[src/rtl/besev_pkg.sv]
// ----------------------------------------------------------------------------
// besev_pkg
// Shared types and constants of the boolean expression stack evaluator.
// ----------------------------------------------------------------------------
`default_nettype none

package besev_pkg;

    localparam int STACK_DEPTH = 16;
    localparam int NUM_INPUTS  = 9;
    localparam int IDX_W       = $clog2(STACK_DEPTH);
    localparam int CNT_W       = $clog2(STACK_DEPTH + 1);
    localparam int BITS_W      = 9;
    localparam int BIT_IDX_W   = 4;

    // ASCII characters of interest
    localparam logic [7:0] CH_SPACE = 8'h20;
    localparam logic [7:0] CH_AND   = 8'h26;
    localparam logic [7:0] CH_OPEN  = 8'h28;
    localparam logic [7:0] CH_CLOSE = 8'h29;
    localparam logic [7:0] CH_ONE   = 8'h31;
    localparam logic [7:0] CH_I     = 8'h69;
    localparam logic [7:0] CH_OR    = 8'h7C;
    localparam logic [7:0] CH_TILDE = 8'h7E;

    typedef enum logic [2:0] {
        OPC_OPEN  = 3'd0,
        OPC_NOT   = 3'd1,
        OPC_AND   = 3'd2,
        OPC_OR    = 3'd3,
        OPC_OTHER = 3'd4
    } t_opc;

    typedef enum logic [3:0] {
        CMD_NONE     = 4'd0,
        CMD_LOAD     = 4'd1,   // capture the accepted request
        CMD_DIGIT    = 4'd2,   // push the selected input bit
        CMD_NEG_I    = 4'd3,   // '~' followed by 'i'
        CMD_PUSH_NOT = 4'd4,   // deferred '~' becomes an operator
        CMD_HANDLE   = 4'd5,   // plain character handling
        CMD_TRAIL    = 4'd6,   // end-of-expression fixups
        CMD_POP_OP   = 4'd7,   // drop the top operator
        CMD_POP_NOT  = 4'd8,   // drop '~' and invert top value
        CMD_POP_B    = 4'd9,   // drop binary operator, pop right operand
        CMD_APPLY2   = 4'd10,  // pop left operand, push result
        CMD_FINISH   = 4'd11   // emit result and clear
    } t_cmd;

    typedef struct packed {
        logic [7:0]        char_code;
        logic [BITS_W-1:0] input_bits;
        logic              last_char;
    } t_in_req;

    typedef struct packed {
        logic result_bit;
        logic error_flag;
    } t_out_req;

    typedef struct packed {
        logic awaiting;
        logic pending;
        logic is_i;
        logic is_close;
        logic last;
        logic op_empty;
        t_opc top_op;
    } t_dp_status;

endpackage

`default_nettype wire

[src/rtl/besev_ctrl.sv]
// ----------------------------------------------------------------------------
// besev_ctrl
// Sequencer: walks characters through the datapath one step per cycle unless held.
// ----------------------------------------------------------------------------
`default_nettype none

module besev_ctrl
    import besev_pkg::*;
(
    input  wire logic       i_clk,
    input  wire logic       i_rst_n,
    input  wire logic       i_in_valid,
    input  wire logic       i_out_free,
    input  wire t_dp_status i_status,
    output logic            o_busy,
    output t_cmd            o_cmd
);

    typedef enum logic [7:0] {
        S_IDLE     = 8'b0000_0001,
        S_FIRST    = 8'b0000_0010,
        S_HANDLE   = 8'b0000_0100,
        S_CLOSE    = 8'b0000_1000,
        S_CL_APPLY = 8'b0001_0000,
        S_END      = 8'b0010_0000,
        S_REDUCE   = 8'b0100_0000,
        S_RD_APPLY = 8'b1000_0000
    } t_state;

    t_state r_state, n_state;
    t_state s_done;

    assign s_done = i_status.last ? S_END : S_IDLE;
    assign o_busy = (r_state != S_IDLE);

    always_comb begin
        n_state = r_state;
        o_cmd   = CMD_NONE;
        unique case (r_state)
            S_IDLE: begin
                if (i_in_valid) begin
                    o_cmd   = CMD_LOAD;
                    n_state = S_FIRST;
                end
            end
            S_FIRST: begin
                priority if (i_status.awaiting) begin
                    o_cmd   = CMD_DIGIT;
                    n_state = s_done;
                end else if (i_status.pending && i_status.is_i) begin
                    o_cmd   = CMD_NEG_I;
                    n_state = s_done;
                end else if (i_status.pending) begin
                    o_cmd   = CMD_PUSH_NOT;
                    n_state = S_HANDLE;
                end else if (i_status.is_close) begin
                    n_state = S_CLOSE;
                end else begin
                    o_cmd   = CMD_HANDLE;
                    n_state = s_done;
                end
            end
            S_HANDLE: begin
                if (i_status.is_close) begin
                    n_state = S_CLOSE;
                end else begin
                    o_cmd   = CMD_HANDLE;
                    n_state = s_done;
                end
            end
            S_CLOSE: begin
                priority if (i_status.op_empty) begin
                    n_state = s_done;
                end else if (i_status.top_op == OPC_OPEN) begin
                    o_cmd   = CMD_POP_OP;
                    n_state = s_done;
                end else if (i_status.top_op == OPC_NOT) begin
                    o_cmd   = CMD_POP_NOT;
                end else begin
                    o_cmd   = CMD_POP_B;
                    n_state = S_CL_APPLY;
                end
            end
            S_CL_APPLY: begin
                o_cmd   = CMD_APPLY2;
                n_state = S_CLOSE;
            end
            S_END: begin
                o_cmd   = CMD_TRAIL;
                n_state = S_REDUCE;
            end
            S_REDUCE: begin
                // an open bracket left at the end reduces like an unknown operator
                priority if (i_status.op_empty) begin
                    if (i_out_free) begin
                        o_cmd   = CMD_FINISH;
                        n_state = S_IDLE;
                    end
                end else if (i_status.top_op == OPC_NOT) begin
                    o_cmd   = CMD_POP_NOT;
                end else begin
                    o_cmd   = CMD_POP_B;
                    n_state = S_RD_APPLY;
                end
            end
            S_RD_APPLY: begin
                o_cmd   = CMD_APPLY2;
                n_state = S_REDUCE;
            end
            default: begin
                n_state = S_IDLE;
            end
        endcase
    end

    always_ff @(posedge i_clk) begin
        if (!i_rst_n) begin
            r_state <= S_IDLE;
        end else begin
            r_state <= n_state;
        end
    end

endmodule

`default_nettype wire

[src/rtl/besev_dp.sv]
// ----------------------------------------------------------------------------
// besev_dp
// Datapath: value and operator stacks, parser flags and the error flag.
// ----------------------------------------------------------------------------
`default_nettype none

module besev_dp
    import besev_pkg::*;
(
    input  wire logic    i_clk,
    input  wire logic    i_rst_n,
    input  wire t_cmd    i_cmd,
    input  wire t_in_req i_in_data,
    output t_dp_status   o_status,
    output t_out_req     o_result
);

    // stacks (contents undefined until pushed)
    logic r_vs [STACK_DEPTH];
    t_opc r_os [STACK_DEPTH];

    logic [CNT_W-1:0]  r_vc, n_vc, r_oc, n_oc;
    logic              r_pend, n_pend, r_inv, n_inv, r_await, n_await, r_err, n_err;
    logic [7:0]        r_char;
    logic [BITS_W-1:0] r_bits;
    logic              r_last;
    logic              r_b, n_b;
    t_opc              r_op, n_op;

    logic [CNT_W-1:0] vc_m1, oc_m1;
    logic             v_top, v_empty, v_full, o_full;
    t_opc             o_top;

    logic             vs_we, vs_wd;
    logic [IDX_W-1:0] vs_wa;
    logic             val_push, val_push_v;
    logic             op_push;
    t_opc             op_push_code;

    logic [7:0]           dig_off;
    logic                 dig_ok;
    logic                 dig_v;
    logic                 lhs, res;

    assign vc_m1   = r_vc - CNT_W'(1);
    assign oc_m1   = r_oc - CNT_W'(1);
    assign v_top   = r_vs[vc_m1[IDX_W-1:0]];
    assign o_top   = r_os[oc_m1[IDX_W-1:0]];
    assign v_empty = (r_vc == '0);
    assign v_full  = (r_vc == CNT_W'(STACK_DEPTH));
    assign o_full  = (r_oc == CNT_W'(STACK_DEPTH));

    assign dig_off = r_char - CH_ONE;
    assign dig_ok  = (r_char >= CH_ONE) && (dig_off < 8'(NUM_INPUTS));
    assign dig_v   = dig_ok ? r_bits[dig_off[BIT_IDX_W-1:0]] : 1'b0;
    assign lhs     = v_empty ? 1'b0 : v_top;

    always_comb begin
        unique case (r_op)
            OPC_AND: res = lhs & r_b;
            OPC_OR:  res = lhs | r_b;
            default: res = 1'b1;
        endcase
    end

    always_comb begin
        n_vc         = r_vc;
        n_oc         = r_oc;
        n_pend       = r_pend;
        n_inv        = r_inv;
        n_await      = r_await;
        n_err        = r_err;
        n_b          = r_b;
        n_op         = r_op;
        vs_we        = 1'b0;
        vs_wa        = vc_m1[IDX_W-1:0];
        vs_wd        = 1'b0;
        val_push     = 1'b0;
        val_push_v   = 1'b0;
        op_push      = 1'b0;
        op_push_code = OPC_NOT;

        unique case (i_cmd)
            CMD_DIGIT: begin
                n_await    = 1'b0;
                n_inv      = 1'b0;
                val_push   = 1'b1;
                val_push_v = dig_v ^ r_inv;
                if (!dig_ok) begin
                    n_err = 1'b1;
                end
            end
            CMD_NEG_I: begin
                n_pend  = 1'b0;
                n_inv   = 1'b1;
                n_await = 1'b1;
            end
            CMD_PUSH_NOT: begin
                n_pend  = 1'b0;
                op_push = 1'b1;
            end
            CMD_HANDLE: begin
                priority if (r_char == CH_SPACE) begin
                end else if (r_char == CH_I) begin
                    n_await = 1'b1;
                end else if (r_char == CH_TILDE) begin
                    n_pend = 1'b1;
                end else begin
                    op_push = 1'b1;
                    priority if (r_char == CH_OPEN) begin
                        op_push_code = OPC_OPEN;
                    end else if (r_char == CH_AND) begin
                        op_push_code = OPC_AND;
                    end else if (r_char == CH_OR) begin
                        op_push_code = OPC_OR;
                    end else begin
                        op_push_code = OPC_OTHER;
                    end
                end
            end
            CMD_TRAIL: begin
                if (r_await) begin
                    n_err = 1'b1;
                end
                n_await = 1'b0;
                n_pend  = 1'b0;
                op_push = r_pend;
            end
            CMD_POP_OP: begin
                n_oc = oc_m1;
            end
            CMD_POP_NOT: begin
                n_oc  = oc_m1;
                vs_we = 1'b1;
                if (v_empty) begin
                    // underflow pops 0, inverted result lands at the bottom
                    n_err = 1'b1;
                    n_vc  = CNT_W'(1);
                    vs_wa = '0;
                    vs_wd = 1'b1;
                end else begin
                    vs_wd = ~v_top;
                end
            end
            CMD_POP_B: begin
                n_oc = oc_m1;
                n_op = o_top;
                if (v_empty) begin
                    n_err = 1'b1;
                    n_b   = 1'b0;
                end else begin
                    n_b  = v_top;
                    n_vc = vc_m1;
                end
            end
            CMD_APPLY2: begin
                vs_we = 1'b1;
                vs_wd = res;
                if (v_empty) begin
                    n_err = 1'b1;
                    n_vc  = CNT_W'(1);
                    vs_wa = '0;
                end
            end
            CMD_FINISH: begin
                n_vc    = '0;
                n_oc    = '0;
                n_pend  = 1'b0;
                n_inv   = 1'b0;
                n_await = 1'b0;
                n_err   = 1'b0;
            end
            default: begin
            end
        endcase

        if (val_push) begin
            if (v_full) begin
                n_err = 1'b1;
            end else begin
                vs_we = 1'b1;
                vs_wa = r_vc[IDX_W-1:0];
                vs_wd = val_push_v;
                n_vc  = r_vc + CNT_W'(1);
            end
        end
        if (op_push) begin
            if (o_full) begin
                n_err = 1'b1;
            end else begin
                n_oc = r_oc + CNT_W'(1);
            end
        end
    end

    always_ff @(posedge i_clk) begin
        if (!i_rst_n) begin
            r_vc    <= '0;
            r_oc    <= '0;
            r_pend  <= 1'b0;
            r_inv   <= 1'b0;
            r_await <= 1'b0;
            r_err   <= 1'b0;
        end else begin
            r_vc    <= n_vc;
            r_oc    <= n_oc;
            r_pend  <= n_pend;
            r_inv   <= n_inv;
            r_await <= n_await;
            r_err   <= n_err;
        end
    end

    always_ff @(posedge i_clk) begin
        r_b  <= n_b;
        r_op <= n_op;
        if (i_cmd == CMD_LOAD) begin
            r_char <= i_in_data.char_code;
            r_bits <= i_in_data.input_bits;
            r_last <= i_in_data.last_char;
        end
        if (vs_we) begin
            r_vs[vs_wa] <= vs_wd;
        end
        if (op_push && !o_full) begin
            r_os[r_oc[IDX_W-1:0]] <= op_push_code;
        end
    end

    assign o_status.awaiting = r_await;
    assign o_status.pending  = r_pend;
    assign o_status.is_i     = (r_char == CH_I);
    assign o_status.is_close = (r_char == CH_CLOSE);
    assign o_status.last     = r_last;
    assign o_status.op_empty = (r_oc == '0);
    assign o_status.top_op   = o_top;

    assign o_result.result_bit = lhs;
    assign o_result.error_flag = r_err | v_empty;

endmodule

`default_nettype wire

[src/rtl/boolean_expression_stack_evaluator_core.sv]
// ----------------------------------------------------------------------------
// boolean_expression_stack_evaluator_core
// Streaming two-stack evaluator of a gate's boolean expression.
// ----------------------------------------------------------------------------
// Usage:
//   Input channel (i_in_valid / o_in_stall / i_in_data) takes one character
//   request per accepted cycle, with the gate's input bits alongside and
//   last_char marking the final character of the expression.
//   Output channel (o_out_valid / i_out_stall / o_out_data) carries one
//   request per expression: the result bit and a sticky error flag.
// Sequencing:
//   An ordinary character is accepted, then takes one datapath step; a
//   deferred '~' that turns into an operator adds a step of its own.
//   A ')' and the end of the expression pop the operator stack one operator
//   at a time through the single value-stack port; a binary operator is
//   popped and then applied. After the last character come the trailing
//   fixups, the reduction and the finish step that registers the result.
// Reset (synchronous, active low) empties both stacks and clears the parser, error and output-valid flags.
// A stalled result stays in the output register; the block keeps accepting
// characters meanwhile and holds off only when the next result is ready.
// ----------------------------------------------------------------------------
`default_nettype none

module boolean_expression_stack_evaluator_core
    import besev_pkg::*;
(
    input  wire logic     i_clk,
    input  wire logic     i_rst_n,
    input  wire logic     i_in_valid,
    output logic          o_in_stall,
    input  wire t_in_req  i_in_data,
    output logic          o_out_valid,
    input  wire logic     i_out_stall,
    output t_out_req      o_out_data
);

    t_cmd       cmd;
    t_dp_status dp_status;
    t_out_req   dp_result;
    logic       busy;
    logic       out_free;

    logic       r_out_vld;
    t_out_req   r_out;

    // output register can take a new request when empty or draining this cycle
    assign out_free = !r_out_vld || !i_out_stall;

    besev_ctrl u_ctrl (
        .i_clk      (i_clk),
        .i_rst_n    (i_rst_n),
        .i_in_valid (i_in_valid),
        .i_out_free (out_free),
        .i_status   (dp_status),
        .o_busy     (busy),
        .o_cmd      (cmd)
    );

    besev_dp u_dp (
        .i_clk     (i_clk),
        .i_rst_n   (i_rst_n),
        .i_cmd     (cmd),
        .i_in_data (i_in_data),
        .o_status  (dp_status),
        .o_result  (dp_result)
    );

    // result register
    always_ff @(posedge i_clk) begin
        if (!i_rst_n) begin
            r_out_vld <= 1'b0;
        end else if (cmd == CMD_FINISH) begin
            r_out_vld <= 1'b1;
        end else if (!i_out_stall) begin
            r_out_vld <= 1'b0;
        end
    end

    always_ff @(posedge i_clk) begin
        if (cmd == CMD_FINISH) begin
            r_out <= dp_result;
        end
    end

    assign o_in_stall  = busy;
    assign o_out_valid = r_out_vld;
    assign o_out_data  = r_out;

endmodule

`default_nettype wire

[config.mk]
export PLATFORM = sky130hd
export DESIGN_NAME = boolean_expression_stack_evaluator_core
export DESIGN_NICKNAME = d
export VERILOG_FILES = /design/src/rtl/besev_pkg.sv /design/src/rtl/besev_ctrl.sv /design/src/rtl/besev_dp.sv /design/src/rtl/boolean_expression_stack_evaluator_core.sv
export SDC_FILE = /design/constraint.sdc
export NUM_CORES = 1
export LEC_CHECK = 0
export BUFFER_PORTS_ARGS = -buffer_cell sky130_fd_sc_hd__buf_2
export CORE_ASPECT_RATIO = 0.7
export CORE_MARGIN = 2
export CORE_UTILIZATION = 62
export DETAILED_ROUTE_END_ITERATION = 8
export PLACE_DENSITY_LB_ADDON = 0.12
export SYNTH_ARGS = -nofsm -noshare
export SYNTH_HDL_FRONTEND = slang
export SYNTH_SLANG_ARGS = --single-unit
[constraint.sdc]
create_clock -name i_clk -period 4.7 [get_ports i_clk]
set_clock_uncertainty 0.15 [all_clocks]
set_input_delay 0.47 -clock i_clk [delete_from_list [all_inputs] [get_ports i_clk]]
set_output_delay 0.47 -clock i_clk [all_outputs]
set_load 0.02 [all_outputs]
* Word-level counts from Yosys, hierarchy flattened
Memory sizes are Yosys's and may differ from the RTL's. Cells that the tools add are included. W data, S select, Z words.
Storage, ports and cells: register bits 47, bits in latches 0, memory bits (writable) 64, memory bits (read-only) 0, input port bits 22, output and inout port bits 4, logic and storage cells 178, memories kept 2
Memory list:
- u_dp.r_os | depth 16, width 3, read ports 1, clocked after Yosys merged registers in 0, write ports 1, line besev_dp.sv:20 | t_opc r_os [STACK_DEPTH];
- u_dp.r_vs | depth 16, width 1, read ports 1, clocked after Yosys merged registers in 0, write ports 1, line besev_dp.sv:19 | logic r_vs [STACK_DEPTH];
Cells by class: add/subtract/negate cells 5, multiply operators 0, divide/modulo/power cells 0, order comparisons 3, eq/ne operators 41, shift operators 0, multiplexer cells 83, bitwise logic cells 5, reduce and logical (&&, ||, !) cells 24
Operators by type and width (count):
- $mux W8 | 11
- $pmux W8 S7 | 1
- $mux W4 | 11
- $eq A8 B6 Y1 const B | 5
- $mux W1 | 34
- $eq A8 B7 Y1 const B | 4
- $mux W5 | 6
- $pmux W4 S7 | 1
- $mux W3 | 8
- $eq A4 B3 Y1 const B | 4
- $eq A4 B4 Y1 const B | 4
- $pmux W5 S3 | 1
- $add A5 B1 Y5 const B | 2
- $eq A5 B5 Y1 const B | 2
- $logic_not A5 Y1 | 2
- $pmux W5 S2 | 1
- $sub A5 B1 Y5 const B | 2
- $reduce_or A3 Y1 | 3
- $eq A4 B2 Y1 const B | 2
- $eq A8 B1 Y1 const B | 1
- $eq A8 B2 Y1 const B | 1
- $eq A8 B3 Y1 const B | 1
- $eq A8 B4 Y1 const B | 1
- $eq A8 B5 Y1 const B | 1
- other kinds (32) | 52

* Depth between registers and ports, before layout
An unclocked memory read counts as a cell.
word-level depth 14, depth in mapped cells 14, gate-level depth less buffers 11

* By module
From an unflattened synthesis, not the netlist that was laid out.
Second synthesis, totals: cells, all modules 519, area total of the unflattened synthesis 5988.2 µm²
Modules (own cells, without submodules):
- besev_dp | times used 1, cells an instance 425, area each 5197.5 µm², sequential area each 2862.7 µm²
- besev_ctrl | times used 1, cells an instance 87, area each 683.2 µm², sequential area each 160.2 µm²
- boolean_expression_stack_evaluator_core | times used 1, cells an instance 7, area each 107.6 µm², sequential area each 80.1 µm²

* Least setup slack after synthesis
OpenSTA, ideal clock, no wires.
path kind reg2reg, start point reg u_dp.r_oc[0], end point mem u_dp.r_os[0][1] (netlist bit), data pin, library setup time 0.336 ns, arrival 3.443 ns, required time 4.214 ns, setup slack 0.771 ns, stages on the path, launching flop included 14, buffers on the path 4, period minus slack after synthesis 3.929 ns, path through dfxtp_1 > buf_6 > buf_6 > inv_1 > ha_1 > buf_2 > mux4_2 > mux2i_1 > mux2i_1 > o31ai_2 > and2_1 > buf_4 > nor3_1 > a21boi_0
RTL lines:
- start, declared | line besev_dp.sv:22 | logic [CNT_W-1:0] r_vc, n_vc, r_oc, n_oc;
- start signal, assigned | line besev_dp.sv:206 | r_oc <= n_oc;
- end, declared | line besev_dp.sv:20

==> impl_summary.md <==
Status
The run finished with clean final reports.

Placed design
The detailed-placement wirelength estimate is 9.585 mm. The worst setup slack before clock tree synthesis is 0.4769 ns. The cell count after placement is 641.

Routability-driven placement finished with a final weighted congestion of 0.9173. The number of port buffers is 25.

Logic synthesis
The number of nets in the synthesized netlist is 541. Of the total synthesized cell area, the portion taken by XOR and XNOR cells is 0.01763. The synthesized design contains 111 register bits. The adder and majority cell fraction of the synthesized area is 0.02762. The Yosys step of the flow raised 0 warnings. After synthesis, the share of flip-flops with an asynchronous set or reset is 0.

The proportion of synthesized area in mux cells is 0.09220. The number of flops mapped to enable cells by yosys is 88. A synthesized cell averages 11.64 sq um.

The compound-gate portion of the synthesized area is 0.1177. After synthesis, the largest family of logic cells by area is simple AND/OR/NAND/NOR gates. The predominant post-synthesis flop cell is sky130_fd_sc_hd__edfxtp_1. Synthesis instantiated 76 different standard cells from the library. For this run, the register share of the synthesized area comes to 0.5269.

Synthesis produced a netlist whose cell count is about 510. The synthesized-area fraction occupied by and/or/nand/nor cells is 0.1867. The post-synthesis instance area is between 5000 and 6000 sq um.

Worst setup path
Data on the critical path arrives at its endpoint at 4.22 ns. The critical path's most frequent cell is sky130_fd_sc_hd__mux2i_1. Traced cell by cell, the critical path runs through inv_1 -> ha_1 -> mux4_2 -> mux2i_1 -> mux2i_1 -> o31ai_2 -> and2_1 -> nand2_1 -> or3b_4 -> nor2_1.

The number of buffers and inverters on the critical path is 1. The endpoint required time on the critical path is 4.61 ns. The origin of the critical flop-to-flop path is u_dp.r_oc[1]. For flop-to-flop paths, the worst setup slack is around 0.4 ns. In this run the worst setup path begins at u_dp.r_oc[1]. The largest fanout on the critical path is 14. The critical path's largest stage delay is approximately 0.68 ns.

By startpoint and endpoint, the worst setup path is classified as flip-flop to flip-flop. Among cell families on the critical path, the largest total delay comes from simple AND/OR/NAND/NOR gates. The kind of end point of the critical path is a flip-flop.

For this design, the slowest cell found on the critical path is sky130_fd_sc_hd__ha_1. The kind of launch point of the worst setup path is a flip-flop.

Timing
The final count of hold timing violations is 0. The count of endpoints failing setup in the final report is 0. At the pin with the least slew margin, the transition time is 0.8950 ns. Dividing the final minimum period by the clock period gives 0.9171. The upper clock frequency limit is 232.0 MHz. In this run the tightest slew margin relative to its limit is 0.4033. The final setup TNS is 0 ns.

The number of pins with negative max-slew slack in the final report is 0. The worst path in the final design needs a cycle of 4.310 ns, including I/O delays and setup. The setup slack after layout is 0.3897 ns. Setup repair after global routing left no endpoint under its margin.

Route
After detailed routing, the number of remaining DRC violations is 0. The pre-antenna-repair detailed-routing pass consisted of 7 iterations. The total wirelength of the detailed-routed design is 13.00 mm. The detail route stage leaves a number of antenna-violating nets equal to 0. The routed length per instance is 19.78 um. The per-cell via count in the routed design is 6.489. The initial DRC count is between 600 and 700.

For this block, the via count after detailed routing is 4263.

Global routing
The maximum number of pins on one net before global-route repair is 20. The number of antenna violations at the first check in global routing was 0. In the global route stage, overall resource usage came out at 0.2657. After global routing the overflow that remains totals 0. The wire length of the first global-routing pass is 20.90 mm. The number of global-route vias before repair is around 4100.

Pwr
The leakage power is between 0.002 and 0.0025 uW. Of the total power, the share spent switching nets is 0.3180. The analysis attributes to net switching a power of 890.6 uW. IR analysis of the VDD net gives a maximum drop of ~0.28 mV.

Of the total power, the clock network draws 0.293. The sequential share of power is 0.429. Of the total power, combinational logic draws 0.278. The internal power consumption is between 1500 and 2000 uW.

Total power for the finished layout comes to 2800 uW. Power spread over the standard cell area amounts to 435.4 nW/um^2.

Die
The initial utilization of the core area, before any placement, comes to 0.6441. The floorplan row count is 29. The die is 120.5 um wide.

The die footprint is 10310 sq um. In this run the count of I/O pins placed on the die edge is 26. The total core area is between 9000 and 10000 sq um. Measured along the y axis, the die boundary spans 85.55 um.

Finish
The proportion of layout cells with a drive suffix above 1 is 0.1651. The antenna cell count is 0. Leaving out fill and tap cells, the most frequent cell in the layout is sky130_fd_sc_hd__edfxtp_1.

The library cells used most frequently in the layout, excluding fill and tap cells, are sky130_fd_sc_hd__edfxtp_1 (88), sky130_fd_sc_hd__nor2_1 (62), sky130_fd_sc_hd__nand2_1 (30). The relative area change from synthesis to final layout is 9.220%. The count of cells in the finished layout, fillers not included, comes to roughly 660. In the final design database the tool counted about 560 nets.

Clock network
Hold repair after CTS inserted 0 buffers. The setup fix buffers added after clock tree synthesis is 0. The clock tree from TritonCTS is built. The root cell of the clock tree is sky130_fd_sc_hd__clkbuf_16.

The clock-pin transition on the worst setup and hold timing paths is 0.07 ns. In this run, post-CTS repair resized a total of 0 instances. Clock tree synthesis found a total of 111 sinks. At the later pin of the worst-skew pair, clock insertion delay measures about 0.35 ns. The H-tree was split into 3 levels. In this run, CTS created clock tree buffers numbering 9. Counting along the longest clock path gives a buffer depth of 2.

Job
The tool flagged a number of max-cap violations equal to 0.

Hold path
The start point of the worst hold path is i_in_data[3]. The path class of the lowest-slack min-delay path is input pin to flip-flop.
per-layer routing:
layer  vias up  track usage  wire [um]
met5         -            0          0
met4         0      0.07717        192
met3        21      0.05984       1116
met2       223       0.3801       5585
met1      2051       0.4105       6103
li1       1968            -          -
state kept, by name, indices dropped and copies added, names as in the netlist:
| name | flops |
|---|---|
| u_dp.r_op | 3 |
| u_dp.r_vs | 16 |
| o_out_data | 2 |
| u_dp.r_last | 1 |
| u_dp.r_pend | 1 |
| u_dp.r_vc | 5 |
| u_dp.r_char | 8 |
| u_dp.r_oc | 5 |
| u_dp.r_bits | 9 |
| u_dp.r_await | 1 |
| u_dp.r_inv | 1 |
| o_out_valid | 1 |
| u_dp.r_os | 48 |
| u_dp.r_err | 1 |
| u_dp.r_b | 1 |
| u_ctrl.r_state | 8 |
cells by family (layout without fill, tap and decap cells):
logic type                 count (synthesis)  count (layout)
muxes                                     30              30
buffers and inverters                     40              67
xor gates and xnor gates                  11              11
DFF                                      111             111
AOI/OAI and AO/OA                         95              95
adders and majority gates                 13              13
and+or+nand+nor                          206             206
worst paths after layout:
check / to / depth (start not counted)
min: u_dp.r_bits[2] / 1
max reg2reg: u_dp.r_vs[1] / 10
min reg2reg: u_dp.r_err / 2
max: u_dp.r_vs[1] / 10
per-stage QoR:
stage | hold WS [ns] | cell area [sq um] | util
6_report | 0.1448 | 6432 | 0.7035
5_1_grt | 0.1348 | 6432 | 0.7035
4_1_cts | 0.1378 | 6432 | 0.7035
3_5_place_dp | 0.3692 | 6110 | 0.6682
3_3_place_gp | 0.3675 | 6110 | 0.6682
2_1_floorplan | 0.3243 | 5889 | -
synthesized netlist by cell type, types with 3 or more instances:
cell | count | area, sq um
sky130_fd_sc_hd__edfxtp_1 | 88 | 2643
sky130_fd_sc_hd__nor2_1 | 62 | 232.7
sky130_fd_sc_hd__nand2_1 | 30 | 112.6
sky130_fd_sc_hd__a21oi_1 | 23 | 115.1
sky130_fd_sc_hd__dfxtp_1 | 23 | 460.4
sky130_fd_sc_hd__nand3_1 | 20 | 100.1
sky130_fd_sc_hd__mux4_2 | 19 | 427.9
sky130_fd_sc_hd__and2_1 | 18 | 112.6
sky130_fd_sc_hd__inv_1 | 18 | 67.56
sky130_fd_sc_hd__nor3_1 | 16 | 80.08
sky130_fd_sc_hd__o21ai_0 | 16 | 80.08
sky130_fd_sc_hd__ha_1 | 13 | 162.7
sky130_fd_sc_hd__clkbuf_1 | 11 | 41.29
sky130_fd_sc_hd__and3_1 | 10 | 62.56
sky130_fd_sc_hd__mux2i_1 | 9 | 90.09
sky130_fd_sc_hd__a31oi_1 | 7 | 43.79
sky130_fd_sc_hd__nor4_1 | 7 | 43.79
sky130_fd_sc_hd__xnor2_1 | 7 | 61.31
sky130_fd_sc_hd__buf_2 | 6 | 30.03
sky130_fd_sc_hd__nand2b_1 | 6 | 37.54
sky130_fd_sc_hd__a211oi_1 | 5 | 37.54
sky130_fd_sc_hd__nor2b_1 | 5 | 31.28
sky130_fd_sc_hd__o31ai_1 | 4 | 30.03
sky130_fd_sc_hd__or3_1 | 4 | 25.02
sky130_fd_sc_hd__a221oi_1 | 3 | 26.28
sky130_fd_sc_hd__buf_6 | 3 | 33.78
sky130_fd_sc_hd__nand4_1 | 3 | 18.77
sky130_fd_sc_hd__nor3b_1 | 3 | 22.52
sky130_fd_sc_hd__nor4b_1 | 3 | 26.28
sky130_fd_sc_hd__or2_2 | 3 | 18.77
sky130_fd_sc_hd__xor2_1 | 3 | 26.28
power groups by stage:
stage                     combinational, uW  clock [uW]  sequential, uW
after floorplan                         612           0            1190
after global placement                  731           0            1220
after detailed placement                763           0            1220
after CTS                               769         825            1200
after global routing                    849         860            1210
final                                   777         821            1200
cell type report:
type	count	area (sq um)
well taps	124	155.1
clock inverters	6	93.84
flip-flops and latches	111	3103
clock buffers	10	229.0
fillers	642	2711
multi-input cells	355	2603
repair buffers	32	177.7
inverters	19	71.32
(Power assumes the default switching activity.)
